===== src/rtl/vacr_pkg.sv =====
package vacr_pkg;

  localparam int unsigned AddrW  = 18;
  localparam int unsigned VAddrW = 16;
  localparam int unsigned DataW  = 16;
  localparam int unsigned BaseW  = 12;
  localparam int unsigned IdxW   = 4;
  localparam int unsigned Depth  = 16;

  localparam logic [1:0] MODE_XLATE   = 2'd0;
  localparam logic [1:0] MODE_WR_DESC = 2'd1;
  localparam logic [1:0] MODE_WR_REL  = 2'd2;

  localparam logic [AddrW-1:0] IO_PAGE     = 18'o760000;
  localparam logic [AddrW-1:0] CPU_LO      = 18'o777700;
  localparam logic [AddrW-1:0] CPU_HI      = 18'o777717;
  localparam logic [AddrW-1:0] KPAR_LO     = 18'o772300;
  localparam logic [AddrW-1:0] KPAR_HI     = 18'o772377;
  localparam logic [AddrW-1:0] MMR_LO      = 18'o777570;
  localparam logic [AddrW-1:0] MMR_HI      = 18'o777577;
  localparam logic [AddrW-1:0] UPAR_LO     = 18'o777600;
  localparam logic [AddrW-1:0] UPAR_HI     = 18'o777677;
  localparam logic [AddrW-1:0] PSW_ADDR    = 18'o777776;

  localparam int unsigned PdrReadBit = 1;
  localparam int unsigned PdrDownBit = 3;

  typedef struct packed {
    logic             desc_we;
    logic             rel_we;
    logic [IdxW-1:0]  idx;
    logic [DataW-1:0] data;
  } tbl_wr_t;

  typedef struct packed {
    logic [DataW-1:0] pdr;
    logic [BaseW-1:0] par;
  } tbl_rd_t;

  typedef struct packed {
    logic             allowed;
    logic [AddrW-1:0] pa;
  } res_t;

endpackage


===== src/rtl/virtual_address_relocation_check_top.sv =====
// A result passes the input register and then the result register, where out_valid marks it.
// Throughput: one transaction per cycle unless out_stall holds the output; an input register,
// one pass of table read, limit compare and base add, then the result register.
// Table writes take effect for the transaction that follows.
// Reset: asynchronous active low; clears both page tables, relocation enable
// and all valid flags.
module virtual_address_relocation_check_top
  import vacr_pkg::*;
(
  input  logic             clk_i,
  input  logic             rst_ni,
  input  logic             cfg_valid,
  output logic             cfg_ready,
  input  logic             cfg_data_i,
  input  logic             in_valid,
  output logic             in_stall,
  input  logic [1:0]       mode_i,
  input  logic [AddrW-1:0] address_i,
  input  logic             is_physical_i,
  input  logic             user_space_i,
  input  logic [IdxW-1:0]  entry_index_i,
  input  logic [DataW-1:0] entry_data_i,
  output logic             out_valid,
  input  logic             out_stall,
  output logic             allowed_o,
  output logic [AddrW-1:0] physical_address_o
);

  logic             reloc_en_q;
  logic             s1_valid_q;
  logic [1:0]       mode_q;
  logic [AddrW-1:0] addr_q;
  logic             phys_q;
  logic             user_q;
  logic [IdxW-1:0]  idx_q;
  logic [DataW-1:0] data_q;
  logic             out_valid_q;
  res_t             res_d;
  res_t             res_q;
  logic             out_ready;
  logic             adv;
  logic             accept;
  tbl_wr_t          tbl_wr;
  tbl_rd_t          tbl_rd;
  logic [IdxW-1:0]  page;

  assign cfg_ready = 1'b1;
  assign out_ready = !out_valid_q || !out_stall;
  assign adv       = s1_valid_q && out_ready;
  assign in_stall  = s1_valid_q && !out_ready;
  assign accept    = in_valid && !in_stall;

  always_ff @(posedge clk_i or negedge rst_ni) begin
    if (!rst_ni) begin
      reloc_en_q <= 1'b0;
    end else if (cfg_valid && cfg_ready) begin
      reloc_en_q <= cfg_data_i;
    end
  end

  always_ff @(posedge clk_i or negedge rst_ni) begin
    if (!rst_ni) begin
      s1_valid_q  <= 1'b0;
      out_valid_q <= 1'b0;
    end else begin
      if (accept) begin
        s1_valid_q <= 1'b1;
      end else if (adv) begin
        s1_valid_q <= 1'b0;
      end
      if (adv) begin
        out_valid_q <= 1'b1;
      end else if (!out_stall) begin
        out_valid_q <= 1'b0;
      end
    end
  end

  always_ff @(posedge clk_i) begin
    if (accept) begin
      mode_q <= mode_i;
      addr_q <= address_i;
      phys_q <= is_physical_i;
      user_q <= user_space_i;
      idx_q  <= entry_index_i;
      data_q <= entry_data_i;
    end
    if (adv) begin
      res_q <= res_d;
    end
  end

  assign tbl_wr.desc_we = adv && (mode_q == MODE_WR_DESC);
  assign tbl_wr.rel_we  = adv && (mode_q == MODE_WR_REL);
  assign tbl_wr.idx     = idx_q;
  assign tbl_wr.data    = data_q;

  vacr_tables u_tables (
    .clk_i    (clk_i),
    .rst_ni   (rst_ni),
    .wr_i     (tbl_wr),
    .rd_idx_i (page),
    .rd_o     (tbl_rd)
  );

  vacr_xlate u_xlate (
    .reloc_en_i    (reloc_en_q),
    .mode_i        (mode_q),
    .address_i     (addr_q),
    .is_physical_i (phys_q),
    .user_space_i  (user_q),
    .page_o        (page),
    .tbl_i         (tbl_rd),
    .res_o         (res_d)
  );

  assign out_valid          = out_valid_q;
  assign allowed_o          = res_q.allowed;
  assign physical_address_o = res_q.pa;

endmodule


===== src/rtl/vacr_tables.sv =====
module vacr_tables
  import vacr_pkg::*;
(
  input  logic            clk_i,
  input  logic            rst_ni,
  input  tbl_wr_t         wr_i,
  input  logic [IdxW-1:0] rd_idx_i,
  output tbl_rd_t         rd_o
);

  logic [DataW-1:0] desc_q [Depth];
  logic [BaseW-1:0] rel_q  [Depth];

  always_ff @(posedge clk_i or negedge rst_ni) begin
    if (!rst_ni) begin
      for (int i = 0; i < Depth; i++) begin
        desc_q[i] <= '0;
        rel_q[i]  <= '0;
      end
    end else begin
      if (wr_i.desc_we) begin
        desc_q[wr_i.idx] <= wr_i.data;
      end
      if (wr_i.rel_we) begin
        rel_q[wr_i.idx] <= wr_i.data[BaseW-1:0];
      end
    end
  end

  assign rd_o.pdr = desc_q[rd_idx_i];
  assign rd_o.par = rel_q[rd_idx_i];

endmodule


===== src/rtl/vacr_xlate.sv =====
module vacr_xlate
  import vacr_pkg::*;
(
  input  logic             reloc_en_i,
  input  logic [1:0]       mode_i,
  input  logic [AddrW-1:0] address_i,
  input  logic             is_physical_i,
  input  logic             user_space_i,
  output logic [IdxW-1:0]  page_o,
  input  tbl_rd_t          tbl_i,
  output res_t             res_o
);

  logic [VAddrW-1:0] va;
  logic [6:0]        blok;
  logic [6:0]        len;
  logic              desc_ok;
  logic [AddrW-1:0]  a;
  logic              io_ok;

  assign va      = address_i[VAddrW-1:0];
  assign page_o  = {user_space_i, va[15:13]};
  assign blok    = va[12:6];
  assign len     = tbl_i.pdr[14:8];
  assign desc_ok = tbl_i.pdr[PdrReadBit] &&
                   (tbl_i.pdr[PdrDownBit] ? (blok >= len) : (blok <= len));

  always_comb begin
    if (is_physical_i) begin
      a = address_i;
    end else if (!reloc_en_i) begin
      a = (va[15:13] == 3'b111) ? {2'b11, va} : {2'b00, va};
    end else begin
      a = {5'd0, va[12:0]} + {tbl_i.par, 6'd0};
    end
  end

  assign io_ok = (a < IO_PAGE) ||
                 (a >= CPU_LO && a <= CPU_HI) ||
                 (a >= KPAR_LO && a <= KPAR_HI) ||
                 (a >= MMR_LO && a <= MMR_HI) ||
                 (a >= UPAR_LO && a <= UPAR_HI) ||
                 (a == PSW_ADDR);

  always_comb begin
    res_o.allowed = 1'b1;
    res_o.pa      = '0;
    if (mode_i == MODE_XLATE) begin
      if (!is_physical_i && reloc_en_i && !desc_ok) begin
        res_o.allowed = 1'b0;
        res_o.pa      = '0;
      end else begin
        res_o.allowed = io_ok;
        res_o.pa      = a;
      end
    end
  end

endmodule

===== config.mk =====
export PLATFORM = sky130hd
export DESIGN_NAME = virtual_address_relocation_check_top
export DESIGN_NICKNAME = d
export VERILOG_FILES = /design/src/rtl/vacr_pkg.sv /design/src/rtl/virtual_address_relocation_check_top.sv /design/src/rtl/vacr_tables.sv /design/src/rtl/vacr_xlate.sv
export SDC_FILE = /design/constraint.sdc
export NUM_CORES = 1
export LEC_CHECK = 0
export ABC_AREA = 1
export BUFFER_PORTS_ARGS = -buffer_cell sky130_fd_sc_hd__buf_2
export CELL_PAD_IN_SITES_DETAIL_PLACEMENT = 1
export CELL_PAD_IN_SITES_GLOBAL_PLACEMENT = 1
export CORE_MARGIN = 4
export CORE_UTILIZATION = 48
export DETAILED_ROUTE_END_ITERATION = 6
export GPL_TIMING_DRIVEN = 0
export PLACE_DENSITY = 0.85
export SLEW_MARGIN = 20
export SYNTH_ARGS = -nofsm -noshare
export SYNTH_HDL_FRONTEND = slang
export SYNTH_SLANG_ARGS = --single-unit

===== constraint.sdc =====
create_clock -name clk_i -period 4.2 [get_ports clk_i]
set_input_delay 1.05 -clock clk_i [delete_from_list [all_inputs] [get_ports clk_i]]
set_output_delay 1.05 -clock clk_i [all_outputs]
set_load 0.02 [all_outputs]

# Yosys cells after proc, flatten, opt, wreduce, memory -nomap -nowiden
# Index checks and enable logic that the tools add are counted.
classes:
  mux: 21
  eq_ne: 5
  n_lt_le_gt_ge: 14
  n_addsub: 1
  reduce_logical: 28
  bitwise_logic: 3
op_table:
  columns: ["op", "n"]
  rows:
  - ["$bwmux 256", 1]
  - ["$bwmux 192", 1]
  - ["$ge 18x18->1 const B", 4]
  - ["$le 18x18->1 const B", 4]
  - ["$bmux 16 s4", 1]
  - ["$demux 16 s4", 1]
  - ["$mux 18", 3]
  - ["$bmux 12 s4", 1]
  - ["$demux 12 s4", 1]
  - ["$mux 12", 3]
  - ["$mux 15", 2]
  - ["$mux 19", 1]
  - ["$add 13x18->18", 1]
  - ["$eq 18x18->1 const B", 1]
  - ["$lt 18x18->1 const B", 1]
  - ["$mux 16", 1]
  - ["$logic_and 1x1->1", 13]
  - ["$ge 5x5->1 const B", 2]
  - ["$not 4->5", 2]
  - ["$ge 7x7->1", 1]
  - ["$le 7x7->1", 1]
  - ["$logic_not 1->1", 6]
  - ["$logic_or 1x1->1", 6]
  - ["$lt 5x1->1 const B", 1]
  - ["9 further kinds", 13]
word_totals:
  ff_bits: 512
  output_inout_bits: 22

# Depth between registers and ports, before layout
depth:
  depth_word: 15
  mapped_depth: 28
  depth_no_buf: 23

# Cells and area by module
# Synthesis repeated with hierarchy kept, for this count alone.
hier_totals:
  cells_unflattened: 3247
  area_unflattened_um2: 24822.6
by_module_without_submodules:
  columns: ["mod", "instances", "area_per_inst_um2", "seq_area_each_um2", "cells_each"]
  rows:
  - ["vacr_tables", 1, 21515.6, 11210.8, 2896]
  - ["virtual_address_relocation_check_top", 1, 1996.9, 1906.8, 85]
  - ["vacr_xlate", 1, 1310.0, 0.0, 266]

# Least setup slack after synthesis
# No wires, ideal clock.
synth_timing:
  path_kind: "reg2reg"
  from: "reg addr_q[15]"
  to: "reg res_q, in the netlist allowed_o, data pin"
  setup_slack_ns: 0.852
  setup_time_ns: 0.261
  t_arrival_ns: 3.087
  n_path_buf: 4
  stages_incl_launch_ff: 23
  t_required_ns: 3.939
  path_cell_list: "edfxtp_1 -> inv_1 -> buf_2 -> buf_2 -> buf_2 -> clkbuf_1 -> o221ai_1 -> a21oi_1 -> o21ai_0 -> o21ai_1 -> ha_1 -> a21oi_1 -> o21ai_0 -> a21oi_1 -> inv_1 -> nand2_2 -> nand3_1 -> nand2_2 -> nand3_2 -> nor3_2 -> nand3_1 -> nand2_1 -> nand2_1"
synth_via:
  elab_chain_cells: 15
  elab_cells_between_ends: 38
  classes_between: "1 x add/sub; 11 x order compare; 2 x eq/ne; 11 x mux; 1 x bitwise; 12 x reduce/logical"
synth_rtl:
  columns: ["item", "line_no", "rtl"]
  rows:
  - ["from (decl)", "virtual_address_relocation_check_top.sv:32", "logic [AddrW-1:0] addr_q;"]
  - ["from (signal assigned)", "virtual_address_relocation_check_top.sv:82", "addr_q <= address_i;"]
  - ["$not 4->5 (implied by the code)", "vacr_tables.sv:30, vacr_tables.sv:31", null]
  - ["$bmux 12 s4", "vacr_tables.sv:31", "assign rd_o.par = rel_q[rd_idx_i];"]
  - ["$mux 12 (implied by the code) (2 in series)", "vacr_tables.sv:31", null]
  - ["$add 13x18->18", "vacr_xlate.sv:34", "a = {5'd0, va[12:0]} + {tbl_i.par, 6'd0};"]
  - ["$mux 18", "vacr_xlate.sv:31", "end else if (!reloc_en_i) begin"]
  - ["$mux 18", "vacr_xlate.sv:29", "if (is_physical_i) begin"]
  - ["$ge 18x18->1 or $le 18x18->1 (tied branches)", "vacr_xlate.sv:39", "(a >= CPU_LO && a <= CPU_HI) ||"]
  - ["$logic_and 1x1->1", "vacr_xlate.sv:39", null]
  - ["$logic_or 1x1->1", "vacr_xlate.sv:38", "assign io_ok = (a < IO_PAGE) ||"]
  - ["$logic_or 1x1->1", "vacr_xlate.sv:39", null]
  - ["$logic_or 1x1->1", "vacr_xlate.sv:40", "(a >= KPAR_LO && a <= KPAR_HI) ||"]
  - ["$logic_or 1x1->1", "vacr_xlate.sv:41", "(a >= MMR_LO && a <= MMR_HI) ||"]
  - ["$logic_or 1x1->1", "vacr_xlate.sv:42", "(a >= UPAR_LO && a <= UPAR_HI) ||"]
  - ["$mux 19 (*)", "vacr_xlate.sv:49", "if (!is_physical_i && reloc_en_i && !desc_ok) begin"]
  - ["to (signal assigned)", "virtual_address_relocation_check_top.sv:89", "res_q <= res_d;"]
  - ["to (decl)", "virtual_address_relocation_check_top.sv:39", "res_t res_q;"]
# Mark *: on every way between the ends. The rest lies on a longest branch, timed or not. The select of a mux whose other input is x is not followed.
# A chain may end at the register's enable or synchronous reset.

# Worst setup path after layout
layout_timing:
  from: "reg addr_q[13]"
  to: "reg res_q, in the netlist physical_address_o[8], data pin"
layout_via:
  elab_chain_cells: 10
  elab_cells_between_ends: 17
  classes_between: "1 x add/sub; 2 x order compare; 9 x mux; 1 x bitwise; 4 x reduce/logical"
layout_rtl:
  columns: ["item", "line_no"]
  rows:
  - ["$not 4->5 (implied by the code) (*)", "vacr_tables.sv:30, vacr_tables.sv:31"]
  - ["branches (longest 9 deep; another with $add 13x18->18)", null]
# Every way passes the cells marked *. The select of a mux whose other input is x is not followed.

==> reports/results.ini <==
[final_layout]
syn_to_final_growth_pct = 17.0
drive_gt1_share_pct = 13.2
finalNetCount = 2249
antenna_cells = 0
fin_area_mm2 = 0.0211
final_cells = 2726
fill_cells = 4330

[grt]
grt_usage_pct = 35.9
grt_pass1_vias = 18000
grt_pass1_wl_mm = 111
gr-total-overflow = 0
grt_max_degree = 96
antenna_found_initial = 1

[timing]
post-route-period-util_pct = 98.3
slew_violations = 0
finClkSkew_ns = 0.0146
worst_pin_slew_ns = 1.05
period_minus_slack_ns = 4.13
slew_headroom_pct = 30.2
finalHoldViolations = 0
max_freq_ghz = 0.242
finalSetupViolations = 0

[worst_setup_path]
worstPathMaxFanout = 10
cp-startpoint = addr_q[13]
cp-end-kind = register
required_ns = 4.52
worstReg2RegEnd = physical_address_o[8]
crit_path_end = physical_address_o[8]
critPathKind = register to register
reg2reg_setup_slack_ns = 0.07
cp-start-kind = register
timing.rr.start = addr_q[13]
r2r_cells = 20
arrival_ns = 4.45

[power_and_ir_drop]
p_per_area_mw_per_mm2 = 503
comb_power_share_pct = 16.5
p_leak_nw = 9.47
p_switching_mw = 3.18
p_clk_share_pct = 38.4
power_frac_seq_pct = 45.0
p_sw_share_pct = 29.9
p_int_mw = 7.45
ir_drop_mv = 0.394

[detailed_routing]
firstDrtPassIters = 6
wirelength_mm = 74.4
num_vias = 17000
wl_per_cell_um = 27.3
drc = 0
antenna_left = 0
drt_iter0_markers = 1885
vias_per_cell = 6.25

[place]
gp_congestion = 0.980
post-dp-hpwl_mm = 50.1
portBuffers = 67
dpl_cell_area_mm2 = 0.0192
place_inst = 2644

[synthesis]
synthFlopType = dfrtp_1
syn_nets = 2131
synth_warnings = 0
synth.distinct_cells = 45
syn_area_mm2 = 0.0181
synth_top_area_share_pct = 46.9
synth_edf_count = 60
yosysTopAreaCell = dfrtp_1
synth_most_common_cell = nand2_1
avgSynthCellArea_um2 = 8.74
ys_top_cells_by_count = nand2_1, o21ai_0, dfrtp_1
ys_ff_latch = 399
async_reset_ff_share_pct = 85.0
synth_area_leaders = dfrtp_1, nand2_1, o21ai_0
synthCells = 2068
seq_area_frac_synth_pct = 56.9

[clock_network]
cts_made_buffers = 44
cts_tree = yes
root_buffer = clkbuf_16
cts_hold_buf = 0
cts_buffer_depth = 3
insertion_delay_ns = 0.59
clock-sinks = 399
cts_max_level = 2
clk_pin_slew_ns = 0.06

[floorplan]
rows = 70
die_h_um = 202
die_area_mm2 = 0.0408
ios = 70
chipWidth_um = 202
core-area_mm2 = 0.0369
start_util_pct = 49.0

[hold_path]
hold_class = input pin to async pin

[run_status]
status = completed

[flow_run]
max-cap-violations = 0

-- worst min path at each step --
stage,startpoint,endpoint,slack [ns],cells past startpoint
final,rst_ni,u_tables.rel_q[92],0.46,1
after global routing,u_tables.desc_q[227],u_tables.desc_q[227],0.50,2
after CTS,rst_ni,u_tables.rel_q[92],0.47,1
after detailed placement,s1_valid_q,out_valid,0.46,2
after global placement,s1_valid_q,out_valid,0.44,2
after floorplan,s1_valid_q,out_valid,0.43,2
-- power groups by stage --
| stage | combinational (mW) | sequential (mW) | clock (mW) |
|---|---|---|---|
| final | 1.75 | 4.79 | 4.09 |
| after global routing | 1.92 | 4.84 | 4.28 |
| after CTS | 1.67 | 4.77 | 4.09 |
| after detailed placement | 1.60 | 4.83 | 0 |
| after global placement | 1.49 | 4.80 | 0 |
| after floorplan | 0.966 | 4.76 | 0 |
-- repair_timing --
action	4_1_cts	5_1_grt
pin swaps	1	6
resized for setup	98	62
buffers inserted	3	2
endpoints found under the setup margin	19	12
-- flip-flops by register name (all words and copies together) (netlist names) --
| name | count |
|---|---|
| u_tables.rel_q | 192 |
| u_tables.desc_q | 144 |
| addr_q | 18 |
| physical_address_o | 18 |
| data_q | 15 |
| idx_q | 4 |
| mode_q | 2 |
| allowed_o | 1 |
| out_valid | 1 |
| phys_q | 1 |
| reloc_en_q | 1 |
| s1_valid_q | 1 |
| user_q | 1 |
-- routing by layer --
layer	share of wire (%)	wire, µm	GRT usage, %
met5	0	0	0
met4	7.2	5330	23.7
met3	9.5	7040	8.28
met1	38	28000	45.4
met2	46	34000	55.7
-- cell type report --
type / instances / area, µm² / share of cell area (%)
clock buffer: 63 / 1270 / 5.99
multi-input combinational: 1422 / 6930 / 32.8
inverter: 102 / 388 / 1.83
sequential: 399 / 10300 / 48.6
timing repair buffer: 77 / 504 / 2.38
clock inverter: 19 / 225 / 1.07
tap: 504 / 631 / 2.98
buffer: 140 / 917 / 4.34
-- placed cells by master, fill, tap and decap left out, drive strengths merged --
| cell | n |
|---|---|
| nor3 | 5 |
| bufinv | 5 |
| a21o | 1 |
| dfrtp | 339 |
| o2111ai | 4 |
| fa | 1 |
| a31o | 2 |
| nand3 | 71 |
| ha | 14 |
| o31ai | 1 |
| o21a | 1 |
| or2 | 6 |
| nand3b | 2 |
| a32oi | 1 |
| o21bai | 1 |
| buf | 131 |
| conb | 1 |
| o221ai | 36 |
| a21oi | 45 |
| edfxtp | 60 |
| o32ai | 6 |
| inv | 104 |
| nor2 | 134 |
| nand2 | 590 |
| xnor2 | 1 |
| a31oi | 19 |
| or3 | 1 |
| o22ai | 29 |
| o21ai | 444 |
| a21boi | 1 |
| clkbuf | 149 |
| clkinv | 12 |
| nand4 | 3 |
| xor2 | 2 |
-- stage by stage --
stage / setup slack (ns) / total power [mW] / hold slack, ns / util [%] / TNS [ns]
5_1_grt: -0.0238 / 11.0 / 0.505 / 57.3 / -0.0238
3_3_place_gp: -4.48 / 6.30 / 0.437 / 51.6 / -1531.75
2_1_floorplan: 0.852 / 5.72 / 0.434 / - / 0
4_1_cts: 0.00683 / 10.5 / 0.474 / 56.8 / 0
6_report: 0.0710 / 10.6 / 0.464 / 57.3 / 0
3_5_place_dp: -1.11 / 6.43 / 0.465 / 52.0 / -18.23
-- logic make-up (layout without fill, tap and decap cells) --
kind of cell / Yosys count / count (layout) / synth area share (%)
DFF: 399 / 399 / 56.9
xor gates and xnor gates: 3 / 3 / 0.145
adders and majority gates: 15 / 15 / 1.08
other: 1 / 1 / 0.0207
buffers and inverters: 247 / 401 / 5.79
AOI/OAI and AO/OA: 591 / 591 / 17.8
and+or+nand+nor: 812 / 812 / 18.3
-- critical path, cell delays in order, from the launching register on --
cell and delay, ns:
edfxtp_1 0.34, buf_6 0.12, buf_6 0.21, buf_8 0.22, buf_4 0.23, clkbuf_4 0.32
nand2_1 0.10, a31oi_2 0.30, o32ai_1 0.16, ha_1 0.32, a21oi_1 0.15, o21ai_0 0.11
a31oi_1 0.17, o21ai_1 0.10, xor2_1 0.20, inv_1 0.09, o21ai_2 0.22, nand2_2 0.11
nand2_4 0.14, buf_6 0.18, nor2_2 0.04
(Power assumes the default switching activity.)
